`src/rtl/core/cc20_pkg.sv`:
```
// ----------------------------------------------------------------------------
// cc20_pkg : shared types and constants of the ChaCha20 stream block
// Holds the round count, the sigma words, the item and configuration
// structs, the generator control structs and the quarter-round function.
// ----------------------------------------------------------------------------
package cc20_pkg;

    // Rounds per keystream block
    localparam int DOUBLE_ROUNDS = 10;
    localparam int NUM_ROUNDS    = 2 * DOUBLE_ROUNDS;
    localparam int ROUND_W       = $clog2(NUM_ROUNDS);

    // "expand 32-byte k"
    localparam logic [31:0] SIGMA0 = 32'h6170_7865;
    localparam logic [31:0] SIGMA1 = 32'h3320_646e;
    localparam logic [31:0] SIGMA2 = 32'h7962_2d32;
    localparam logic [31:0] SIGMA3 = 32'h6b20_6574;

    localparam int BLOCK_W  = 512;
    localparam int POS_W    = 6;
    localparam int CFG_IDX_W = 3;
    localparam int CFG_DATA_W = 64;

    // Configuration register indexes
    typedef enum logic [CFG_IDX_W-1:0] {
        CFG_KEY_0_7   = 3'd0,
        CFG_KEY_8_15  = 3'd1,
        CFG_KEY_16_23 = 3'd2,
        CFG_KEY_24_31 = 3'd3,
        CFG_NONCE_0_7 = 3'd4,
        CFG_NONCE_8_11 = 3'd5,
        CFG_INIT_CTR  = 3'd6
    } t_cfg_idx;

    // Key, nonce and initial counter as written
    typedef struct packed {
        logic [63:0] key_0_7;
        logic [63:0] key_8_15;
        logic [63:0] key_16_23;
        logic [63:0] key_24_31;
        logic [63:0] nonce_0_7;
        logic [31:0] nonce_8_11;
        logic [31:0] init_ctr;
    } t_cfg;

    // One message byte with its flags
    typedef struct packed {
        logic [7:0] data_byte;
        logic       zero_input;
        logic       last_byte;
    } t_item;

    // Block generator request and status
    typedef struct packed {
        logic        start;
        logic [31:0] counter;
    } t_gen_req;

    typedef struct packed {
        logic busy;
        logic done;
    } t_gen_rsp;

    typedef enum logic [1:0] {
        GEN_IDLE,
        GEN_ROUND,
        GEN_ADD
    } t_gen_state;

    // Quarter round on four words, returned as {a, b, c, d}
    function automatic logic [127:0] qround(input logic [31:0] a_in,
                                            input logic [31:0] b_in,
                                            input logic [31:0] c_in,
                                            input logic [31:0] d_in);
        logic [31:0] a;
        logic [31:0] b;
        logic [31:0] c;
        logic [31:0] d;
        a = a_in;
        b = b_in;
        c = c_in;
        d = d_in;
        a = a + b; d = d ^ a; d = {d[15:0], d[31:16]};
        c = c + d; b = b ^ c; b = {b[19:0], b[31:20]};
        a = a + b; d = d ^ a; d = {d[23:0], d[31:24]};
        c = c + d; b = b ^ c; b = {b[24:0], b[31:25]};
        return {a, b, c, d};
    endfunction

endpackage

```
`src/rtl/core/cc20_front.sv`:
```
// ----------------------------------------------------------------------------
// cc20_front : input queue
// Accepts message bytes on the input channel and holds up to two of them
// for the back end, so the input side waits on the output side only when both are full.
// ----------------------------------------------------------------------------
module cc20_front (
    input  logic           i_clk,
    input  logic           i_rst_n,
    input  logic           i_in_valid,
    output logic           o_in_ready,
    input  cc20_pkg::t_item i_item,
    output logic           o_head_valid,
    output cc20_pkg::t_item o_head,
    input  logic           i_pop
);

    cc20_pkg::t_item r_mem [2];
    logic            r_wr_ptr;
    logic            r_rd_ptr;
    logic [1:0]      r_count;

    logic push;
    logic pop;

    assign o_in_ready   = (r_count != 2'd2);
    assign o_head_valid = (r_count != 2'd0);
    assign o_head       = r_mem[r_rd_ptr];

    assign push = i_in_valid && o_in_ready;
    assign pop  = i_pop && o_head_valid;

    // Advance pointers and count
    always_ff @(posedge i_clk) begin
        if (!i_rst_n) begin
            r_wr_ptr <= 1'b0;
            r_rd_ptr <= 1'b0;
            r_count  <= 2'd0;
        end else begin
            if (push) begin
                r_wr_ptr <= ~r_wr_ptr;
            end
            if (pop) begin
                r_rd_ptr <= ~r_rd_ptr;
            end
            if (push && !pop) begin
                r_count <= r_count + 2'd1;
            end else if (pop && !push) begin
                r_count <= r_count - 2'd1;
            end
        end
    end

    // Store the accepted beat
    always_ff @(posedge i_clk) begin
        if (push) begin
            r_mem[r_wr_ptr] <= i_item;
        end
    end

endmodule

```
`config.mk`:
```
export PLATFORM = sky130hd
export DESIGN_NAME = cc20_front
export DESIGN_NICKNAME = d
export VERILOG_FILES = /design/src/rtl/core/cc20_pkg.sv /design/src/rtl/core/cc20_front.sv
export SDC_FILE = /design/constraint.sdc
export NUM_CORES = 1
export LEC_CHECK = 0
export CORE_MARGIN = 4
export CORE_UTILIZATION = 40
export CTS_BUF_LIST = sky130_fd_sc_hd__clkbuf_16
export DETAILED_ROUTE_END_ITERATION = 16
export DONT_BUFFER_PORTS = 1
export SKIP_CTS_REPAIR_TIMING = 1
export SLEW_MARGIN = 25
export SYNTH_ARGS = -nofsm -noshare
export SYNTH_HDL_FRONTEND = slang
export SYNTH_SLANG_ARGS = --single-unit
```
`constraint.sdc`:
```
create_clock -name i_clk -period 1.75 [get_ports i_clk]
set_input_delay 0.175 -clock i_clk [delete_from_list [all_inputs] [get_ports i_clk]]
set_output_delay 0.175 -clock i_clk [all_outputs]
set_load 0.02 [all_outputs]
```
==> impl_metrics.sql, run 1 <==
INSERT INTO impl_metrics (metric_group, metric, value, unit) VALUES
('outcome', 'outcome', 'completed', ''),
('critical_path', 'timing.setup.critical_path_class', 'reg2reg', ''),
('drt', 'count_of_vias_placed_by_the_detailed_router', '470', ''),
('synthesis', 'netlist_area', '961', 'um^2'),
('timing', 'period_needed', '1.61', 'ns'),
('synthesis', 'synth.top_cell.area_share', '0.625', ''),
('drt', 'route.antenna.remaining_nets', '0', ''),
('global_routing', 'antenna_violations_before_repair', '0', ''),
('timing', 'grt_setup_unrepaired', 'no', ''),
('global_routing', 'grt_usage', '0.104', ''),
('floorplan', 'io_pins', '26', ''),
('synthesis', 'synth-async-reset-ratio', '0', ''),
('floorplan', 'placementRows', '17', ''),
('clock_network', 'cts_root_buf', 'clkbuf_16', ''),
('drt', 'drt-wirelength-per-cell', '15.9', 'um'),
('drt', 'met3RoutedLength', '130', 'um'),
('floorplan', 'floorplan.die.height', '57.0', 'um'),
('power_and_ir_drop', 'vdd.ir_drop.worst', '930', 'uV'),
('finish', 'area_growth_syn_to_layout', '19.0', '%'),
('timing', 'post_route_clock_skew', '0.00755', 'ns'),
('finish', 'nFillCells', '210', ''),
('timing', 'hold_viol_final', '0', ''),
('power_and_ir_drop', 'seq_power_share', '0.465', ''),
('power_and_ir_drop', 'p_per_area', '1560', 'mW/mm^2'),
('floorplan', 'design.core.area', '0.00225', 'mm^2'),
('power_and_ir_drop', 'intPower', '1260', 'uW'),
('flow_run', 'timing.max_cap.violations', '0', ''),
('placed_design', 'placedInstanceArea', '991', 'um^2'),
('drt', 'drt-pass1-iter-count', '3', ''),
('clock_network', 'clock_sink_count', '25', ''),
('clock_network', 'clk_pin_slew_worst_paths', '0.06', 'ns'),
('critical_path', 'reg2reg_setup_slack', '0.14', 'ns'),
('drt', 'drt_drc_violations_left', '0', ''),
('power_and_ir_drop', 'power.switching', '527', 'uW'),
('critical_path', 'r2r.worst_path.cells', '5', ''),
('drt', 'wl_met2', '757', 'um'),
('timing', 'timing.hold.ws', '0.0166', 'ns'),
('floorplan', 'floorplan.initialDensity', '0.426', ''),
('timing', 'fmax', '622', 'MHz'),
('timing', 'post-route-period-util', '0.918', ''),
('drt', 'post_route_met1_wirelength', '571', 'um'),
('critical_path', 'startpoint', 'r_count[0]', ''),
('synthesis', 'syn_avg_cell_area', '17.5', 'um^2'),
('finish', 'diodes', '0', ''),
('drt', 'drt-total-wl', '1.48', 'mm'),
('synthesis', 'ys_seq_elements', '25', ''),
('global_routing', 'wire_length_of_the_first_global_routing_pass', '2.42', 'mm'),
('synthesis', 'synth_top_cell_by_area', 'edfxtp_1', ''),
('synthesis', 'top_area_cells_in_the_synthesized_netlist', 'edfxtp_1, mux2_2, dfxtp_1', ''),
('finish', 'utilization', '0.507', ''),
('critical_path', 'rr_endpoint', 'r_count[1]', ''),
('critical_path', 'critPathRequiredTime', '1.94', 'ns'),
('timing', 'relSlewSlack', '0.666', ''),
('floorplan', 'floorplan.die_area', '0.00325', 'mm^2'),
('synthesis', 'top_cells_by_instance_count_after_synthesis', 'edfxtp_1, mux2_2, dfxtp_1', ''),
('clock_network', 'clock_tree.htree_level_count', '1', ''),
('synthesis', 'synth_flop_cell', 'edfxtp_1', ''),
('finish', 'drive_above_1_share', '0.262', ''),
('timing', 'timing_worst_slew_pin_value', '0.501', 'ns'),
('floorplan', 'die_w', '57.0', 'um'),
('critical_path', 'setup.worst_path.end', 'r_count[1]', ''),
('finish', 'final_design_area_no_fill', '0.00114', 'mm^2'),
('critical_path', 'timing.critical_path.arrival', '1.79', 'ns'),
('global_routing', 'grt-ovfl-total', '0', ''),
('placed_design', 'finalWeightedCongestion', '0.670', ''),
('critical_path', 'r2r-start', 'r_count[0]', ''),
('timing', 'timing.setup.tns', '0', 'ns'),
('drt', 'top_layer_used', 'met4', ''),
('timing', 'slew_violations', '0', ''),
('power_and_ir_drop', 'power.combinational.fraction', '0.255', ''),
('synthesis', 'synth-edff-count', '20', '');
-- cell families (layout without fill, tap and decap cells) --
| logic type | Yosys count | after routing | synth area share |
|---|---|---|---|
| flip-flops | 25 | 25 | 0.729 |
| AO/OA/AOI/OAI | 5 | 5 | 0.0365 |
| XOR/XNOR | 3 | 3 | 0.0273 |
| adder cells (fa/ha/maj) | 1 | 1 | 0.0130 |
| multiplexers | 10 | 10 | 0.117 |
| buffers and inverters | 2 | 12 | 0.00911 |
| AND/OR/NAND/NOR | 9 | 9 | 0.0677 |
-- cell usage in the layout (no fill, tap or decap), drive strengths merged, types with 2 or more instances in the layout --
cell type / synthesis / routed
a21boi: 2 / 2
and2: 4 / 4
clkbuf: 0 / 3
dfxtp: 5 / 5
dlygate4sd3: 0 / 7
edfxtp: 20 / 20
mux2: 10 / 10
o21ai: 2 / 2
xnor2: 2 / 2
-- registers in the layout, indices dropped and copies added (netlist names), named ones only --
register,count
r_rd_ptr,1
r_wr_ptr,1
r_mem,20
r_count,2
-- worst max-delay path, stage by stage (launching register included) --
cell and delay, ns:
dfxtp_1 0.35, nand2b_4 0.20, and2_1 0.17, ha_1 0.32, or3_1 0.35, a21boi_1 0.14
-- how the worst min path moves through the flow --
stage / start / endpoint / slack (ns) / depth (start not counted)
after floorplan: i_item[0] / r_mem[0][0] / 0.27 / 0
after global placement: i_item[2] / r_mem[0][2] / 0.27 / 0
after detailed placement: i_item[4] / r_mem[0][4] / 0.27 / 0
after CTS: i_item[1] / r_mem[1][1] / 0.003 / 0
after global routing: i_item[0] / r_mem[1][0] / 0.0005 / 0
final: i_item[0] / r_mem[1][0] / 0.02 / 0
-- final cells by class --
class	instances	area (um^2)	area share
clock buffers	3	75.1	0.0656
well taps	28	35.0	0.0306
repair buffers	7	70.1	0.0613
clock inverters	1	7.51	0.00656
inverters	1	3.75	0.00328
flip-flops and latches	25	701	0.613
multi-input cells	28	251	0.220
-- stage by stage --
stage               instances  power [uW]  setup WS (ns)
floorplan                  55        1230          0.225
CTS                        86        1810          0.124
detailed placement         82        1300          0.119
global placement           82        1280          0.194
finish                     93        1790          0.143
global route               93        1890         0.0737
-- power groups by stage --
stage / combinational [uW] / clock (uW) / sequential (uW)
6_report: 456 / 501 / 831
5_1_grt: 500 / 548 / 846
4_1_cts: 454 / 522 / 835
3_5_place_dp: 450 / 0 / 847
3_3_place_gp: 443 / 0 / 840
2_1_floorplan: 427 / 0 / 801
-- routing by layer --
layer,track usage,up-vias
li1,-,223
met1,0.109,230
met2,0.158,15
met3,0.0679,2
met4,0.0596,0
met5,0,-
Power figures use the tool's default switching activity.
==> run 2: changes to the inputs <==
- PLACE_DENSITY: not set -> 0.64
==> impl_metrics.sql, run 2 (same netlist as run 1, synthesis figures left out) <==
INSERT INTO impl_metrics (metric_group, metric, value, unit) VALUES
('timing', 'timing_worst_slew_pin_value', '0.449', 'ns'),
('placed_design', 'finalWeightedCongestion', '0.657', ''),
('timing', 'finalSetupViolations', '0', ''),
('finish', 'biggestRegsByFlops', 'r_mem (20), r_count (2)', ''),
('finish', 'utilization', '0.478', ''),
('finish', 'diodes', '0', ''),
('timing', 'post-route-period-util', '0.928', ''),
('clock_network', 'clk_pin_slew_worst_paths', '0.06', 'ns'),
('critical_path', 'path_delay_family', 'simple AND/OR/NAND/NOR gates', ''),
('finish', 'largest_reg_flops', '20', ''),
('critical_path', 'timing.setup.critical_path_class', 'reg2reg', ''),
('critical_path', 'rr_endpoint', 'r_count[1]', ''),
('finish', 'commonest_cells_after_routing_fill_and_taps_aside', 'edfxtp_1, mux2_2, dfxtp_1', ''),
('critical_path', 'critPathRequiredTime', '1.94', 'ns'),
('timing', 'post_route_clock_skew', '0.00319', 'ns'),
('finish', 'drive_above_1_share', '0.288', ''),
('power_and_ir_drop', 'p_sw_frac', '0.289', ''),
('timing', 'slew_violations', '0', ''),
('clock_network', 'clock_tree.htree_level_count', '1', ''),
('placed_design', 'port_buffer_count', '0', ''),
('critical_path', 'max_stage_delay', '0.36', 'ns'),
('power_and_ir_drop', 'vdd.ir_drop.worst', '690', 'uV'),
('floorplan', 'floorplan.die_area', '0.00325', 'mm^2'),
('finish', 'area_growth_syn_to_layout', '12.1', '%'),
('finish', 'area_of_the_multi_input_gates', '251', 'um^2'),
('floorplan', 'design.core.area', '0.00225', 'mm^2'),
('critical_path', 'timing.critical_path.arrival', '1.81', 'ns'),
('floorplan', 'floorplan.die.height', '57.0', 'um'),
('placed_design', 'placedInstanceArea', '998', 'um^2'),
('global_routing', 'grt_max_degree', '14', ''),
('timing', 'fmax', '616', 'MHz'),
('clock_network', 'cts_buffer_depth', '2', ''),
('floorplan', 'io_pins', '26', ''),
('clock_network', 'cts_tree', 'built', ''),
('drt', 'first_iter_violations', '10', ''),
('critical_path', 'critical_path.cell_chain', 'nand2b_4, and2_1, ha_1, or3_1, a21boi_1', ''),
('outcome', 'outcome', 'completed', ''),
('power_and_ir_drop', 'power.combinational.fraction', '0.254', ''),
('timing', 'timing.hold.ws', '0.0155', 'ns'),
('critical_path', 'path_buf_inv', '0', ''),
('drt', 'route.antenna.remaining_nets', '0', ''),
('worst_hold_path', 'timing.hold.worst_endpoint', 'r_mem[1][6]', ''),
('global_routing', 'antenna_violations_before_repair', '0', ''),
('drt', 'count_of_vias_placed_by_the_detailed_router', '440', ''),
('drt', 'drt-pass1-iter-count', '4', ''),
('critical_path', 'reg2reg_setup_slack', '0.13', 'ns'),
('finish', 'regMostFlops', 'r_mem', ''),
('placed_design', 'dp_hpwl', '1.04', 'mm'),
('global_routing', 'grt_usage', '0.102', ''),
('finish', 'final_design_area_no_fill', '0.00108', 'mm^2'),
('critical_path', 'r2r-start', 'r_count[0]', ''),
('power_and_ir_drop', 'clock_power_share', '0.274', ''),
('timing', 'hold_viol_final', '0', ''),
('clock_network', 'clock_sink_count', '25', ''),
('drt', 'drt-total-wl', '1.49', 'mm'),
('worst_hold_path', 'min-delay-path-class', 'in2reg', ''),
('finish', 'nFillCells', '209', ''),
('critical_path', 'critPathCaptureType', 'flop', ''),
('finish', 'non_filler_cells_final', '87', ''),
('clock_network', 'cts_made_buffers', '3', ''),
('floorplan', 'floorplan.initialDensity', '0.426', ''),
('floorplan', 'placementRows', '17', ''),
('finish', 'design.final.nets', '75', ''),
('placed_design', 'number_of_placed_instances_with_taps_included', '83', ''),
('finish', 'mostFrequentLayoutCell', 'edfxtp_1', ''),
('critical_path', 'worst_path_max_delay_cell', 'dfxtp_1', ''),
('worst_hold_path', 'hold_path.startpoint', 'i_item[6]', ''),
('floorplan', 'die_w', '57.0', 'um'),
('flow_run', 'timing.max_cap.violations', '0', ''),
('drt', 'routed_via_density', '5.06', ''),
('power_and_ir_drop', 'power.leakage', '0.000376', 'uW'),
('global_routing', 'grt-ovfl-total', '0', ''),
('power_and_ir_drop', 'intPower', '1250', 'uW'),
('power_and_ir_drop', 'power.switching', '506', 'uW'),
('finish', 'sequential_cell_area_in_the_final_layout', '701', 'um^2'),
('worst_hold_path', 'depth_of_the_worst_hold_timing_path', '0', ''),
('power_and_ir_drop', 'seq_power_share', '0.472', ''),
('global_routing', 'wire_length_of_the_first_global_routing_pass', '2.46', 'mm'),
('drt', 'drt-wirelength-per-cell', '17.1', 'um'),
('clock_network', 'worstSkewPairLatency', '0.25', 'ns'),
('clock_network', 'cts_root_buf', 'clkbuf_16', ''),
('drt', 'drt_drc_violations_left', '0', ''),
('timing', 'period_needed', '1.62', 'ns'),
('timing', 'grt_setup_unrepaired', 'no', ''),
('timing', 'relSlewSlack', '0.700', ''),
('timing', 'timing.setup.tns', '0', 'ns'),
('critical_path', 'critical_path.max_fanout', '5', ''),
('global_routing', 'first_global_vias', '482', ''),
('critical_path', 'worst_setup_path_start_kind', 'flop', ''),
('critical_path', 'r2r.worst_path.cells', '5', ''),
('power_and_ir_drop', 'p_per_area', '1630', 'mW/mm^2');
[run 2: how the worst max path moves through the flow]
| stage | from | to | slack, ns | cells after the start |
|---|---|---|---|---|
| after floorplan | r_count[0] | r_count[1] | 0.22 | 5 |
| after global placement | r_count[0] | r_count[1] | 0.20 | 5 |
| after detailed placement | r_count[0] | r_count[1] | 0.12 | 5 |
| after CTS | r_count[0] | r_count[1] | 0.12 | 5 |
| after global routing | r_count[0] | r_count[1] | 0.08 | 5 |
| final | r_count[0] | r_count[1] | 0.13 | 5 |
[run 2: cell type report]
cell class                      count  area share
Clock buffer                        3      0.0697
Tap cell                           28      0.0325
Sequential cell                    25       0.650
Clock inverter                      1     0.00348
Timing Repair Buffer                1     0.00697
Multi-Input combinational cell     28       0.233
Inverter                            1     0.00348
[run 2: through the flow]
stage / worst slack [ns] / power [uW]
after floorplan: 0.225 / 1230
after global placement: 0.195 / 1290
after detailed placement: 0.120 / 1300
after CTS: 0.119 / 1780
after global routing: 0.0795 / 1860
final: 0.126 / 1750
[run 2: per-layer routing]
layer / track usage / routed length [um] / vias to the layer above
met3: 0.0543 / 151 / 2
met2: 0.165 / 728 / 14
li1: - / - / 213
met1: 0.108 / 598 / 211
met4: 0.0497 / 12 / 0
met5: 0 / 0 / -
[run 2: worst register-to-register path: stages (launching register included)]
cell and delay [ns]:
dfxtp_1 0.36, nand2b_4 0.20, and2_1 0.18, ha_1 0.33
or3_1 0.36, a21boi_1 0.14
[run 2: power groups by stage]
stage / Sequential (uW) / Clock [uW] / Combinational, uW
global placement: 838 / 0 / 447
floorplan: 801 / 0 / 427
finish: 829 / 480 / 446
CTS: 833 / 497 / 454
global route: 845 / 527 / 483
detailed placement: 845 / 0 / 452
==> run 3: changes to the inputs <==
- CORE_UTILIZATION: 40 -> 45
- PLACE_DENSITY: 0.64 -> 0.7
==> impl_metrics.sql, run 3 (same netlist as run 1, synthesis figures left out) <==
INSERT INTO impl_metrics (metric_group, metric, value, unit) VALUES
('outcome', 'outcome', 'completed', ''),
('critical_path', 'max_stage_delay', '0.36', 'ns'),
('power_and_ir_drop', 'power.combinational.fraction', '0.252', ''),
('timing', 'slew_violations', '0', ''),
('critical_path', 'r2r-start', 'r_count[0]', ''),
('placed_design', 'dp_worst_setup_slack', '0.133', 'ns'),
('clock_network', 'cts_buffer_depth', '2', ''),
('power_and_ir_drop', 'power.leakage', '0.000371', 'uW'),
('finish', 'final_design_area_no_fill', '0.00107', 'mm^2'),
('finish', 'area_growth_syn_to_layout', '11.2', '%'),
('placed_design', 'placedInstanceArea', '990', 'um^2'),
('clock_network', 'cts_root_buf', 'clkbuf_16', ''),
('flow_run', 'timing.max_cap.violations', '0', ''),
('drt', 'route.antenna.remaining_nets', '0', ''),
('timing', 'timing.setup.tns', '0', 'ns'),
('timing', 'hold_viol_final', '0', ''),
('drt', 'count_of_vias_placed_by_the_detailed_router', '448', ''),
('timing', 'relSlewSlack', '0.671', ''),
('drt', 'drt-wirelength-per-cell', '17.2', 'um'),
('critical_path', 'critPathRequiredTime', '1.94', 'ns'),
('drt', 'drt-total-wl', '1.46', 'mm'),
('critical_path', 'path_delay_family', 'simple AND/OR/NAND/NOR gates', ''),
('timing', 'timing.hold.ws', '0.0142', 'ns'),
('timing', 'final.setup.worst_slack', '0.114', 'ns'),
('clock_network', 'worstSkewPairLatency', '0.25', 'ns'),
('critical_path', 'worst_path_max_delay_cell', 'dfxtp_1', ''),
('placed_design', 'finalWeightedCongestion', '0.605', ''),
('clock_network', 'cts_made_buffers', '3', ''),
('finish', 'biggestRegsByFlops', 'r_mem (20), r_count (2)', ''),
('finish', 'design.final.nets', '74', ''),
('critical_path', 'startpoint', 'r_count[0]', ''),
('critical_path', 'reg2reg_setup_slack', '0.11', 'ns'),
('critical_path', 'timing.critical_path.arrival', '1.82', 'ns'),
('floorplan', 'floorplan.die.height', '54.2', 'um'),
('floorplan', 'floorplan.initialDensity', '0.480', ''),
('timing', 'post_route_clock_skew', '0.00236', 'ns'),
('floorplan', 'io_pins', '26', ''),
('finish', 'mostFrequentLayoutCell', 'edfxtp_1', ''),
('timing', 'grt_setup_unrepaired', 'no', ''),
('placed_design', 'port_buffer_count', '0', ''),
('timing', 'period_needed', '1.64', 'ns'),
('critical_path', 'path_buf_inv', '0', ''),
('finish', 'largest_reg_flops', '20', ''),
('worst_hold_path', 'timing.hold.worst_endpoint', 'r_mem[1][1]', ''),
('global_routing', 'grt_max_degree', '14', ''),
('power_and_ir_drop', 'seq_power_share', '0.474', ''),
('finish', 'drive_above_1_share', '0.276', ''),
('global_routing', 'wire_length_of_the_first_global_routing_pass', '2.08', 'mm'),
('critical_path', 'critical_path.cell_chain', 'nand2b_4, and2_1, ha_1, or3_1, a21boi_1', ''),
('finish', 'commonest_cells_after_routing_fill_and_taps_aside', 'edfxtp_1, mux2_2, dfxtp_1', ''),
('clock_network', 'clock_tree.htree_level_count', '1', ''),
('floorplan', 'placementRows', '16', ''),
('timing', 'timing_worst_slew_pin_value', '0.494', 'ns'),
('finish', 'nFillCells', '167', ''),
('power_and_ir_drop', 'power.switching', '512', 'uW'),
('floorplan', 'design.core.area', '0.00200', 'mm^2'),
('finish', 'sequential_cell_area_in_the_final_layout', '701', 'um^2'),
('critical_path', 'critical_path.max_fanout', '5', ''),
('global_routing', 'grt-ovfl-total', '0', ''),
('drt', 'first_iter_violations', '7', ''),
('clock_network', 'clk_pin_slew_worst_paths', '0.06', 'ns'),
('critical_path', 'rr_endpoint', 'r_count[1]', ''),
('power_and_ir_drop', 'vdd.ir_drop.worst', '894', 'uV'),
('global_routing', 'first_global_vias', '451', ''),
('global_routing', 'antenna_violations_before_repair', '0', ''),
('floorplan', 'floorplan.die_area', '0.00294', 'mm^2'),
('power_and_ir_drop', 'clock_power_share', '0.274', ''),
('worst_hold_path', 'min-delay-path-class', 'in2reg', ''),
('power_and_ir_drop', 'p_per_area', '1640', 'mW/mm^2'),
('worst_hold_path', 'depth_of_the_worst_hold_timing_path', '0', ''),
('drt', 'routed_via_density', '5.27', ''),
('critical_path', 'r2r.worst_path.cells', '5', ''),
('finish', 'regMostFlops', 'r_mem', ''),
('drt', 'drt-pass1-iter-count', '2', ''),
('power_and_ir_drop', 'p_sw_frac', '0.292', ''),
('drt', 'drt_drc_violations_left', '0', ''),
('critical_path', 'critPathCaptureType', 'flop', ''),
('critical_path', 'timing.setup.critical_path_class', 'reg2reg', ''),
('critical_path', 'worst_setup_path_start_kind', 'flop', ''),
('floorplan', 'die_w', '54.2', 'um'),
('clock_network', 'clock_sink_count', '25', ''),
('timing', 'post-route-period-util', '0.935', ''),
('timing', 'fmax', '611', 'MHz'),
('clock_network', 'cts_tree', 'built', ''),
('timing', 'finalSetupViolations', '0', ''),
('power_and_ir_drop', 'intPower', '1250', 'uW'),
('worst_hold_path', 'hold_path.startpoint', 'i_item[1]', ''),
('finish', 'diodes', '0', ''),
('global_routing', 'grt_usage', '0.107', ''),
('finish', 'area_of_the_multi_input_gates', '251', 'um^2');
## run 3: layout make-up
cell class,instances,area share
sequential,25,0.656
clock inverter,1,0.00351
multi-input combinational,28,0.235
clock buffer,3,0.0703
inverter,1,0.00351
tap,27,0.0316
## run 3: layer usage
| metal | part of all wire | routed length [um] | track usage | vias up |
|---|---|---|---|---|
| met1 | 0.38 | 547 | 0.0982 | 221 |
| met3 | 0.11 | 160 | 0.0627 | 2 |
| met5 | 0 | 0 | 0 | - |
| met2 | 0.51 | 737 | 0.187 | 18 |
| li1 | - | - | - | 207 |
| met4 | 0.0089 | 13 | 0.0498 | 0 |
## run 3: power by group through the flow
stage | Clock, uW | Combinational, uW | Sequential (uW)
2_1_floorplan | 0 | 427 | 801
3_3_place_gp | 0 | 440 | 839
3_5_place_dp | 0 | 449 | 844
5_1_grt | 519 | 478 | 845
6_report | 482 | 443 | 832
4_1_cts | 496 | 452 | 835
## run 3: per-stage QoR
step	total power, uW	utilization	cells
floorplan	1230	-	55
global placement	1280	0.494	81
detailed placement	1290	0.494	81
CTS	1780	0.534	85
global route	1840	0.534	85
finish	1760	0.534	85
## run 3: worst max-delay path by stage
stage	to	slack [ns]	cells after the start
after floorplan	r_count[1]	0.22	5
after global placement	r_count[1]	0.20	5
after detailed placement	r_count[1]	0.13	5
after CTS	r_count[1]	0.12	5
after global routing	r_count[1]	0.06	5
final	r_count[1]	0.11	5
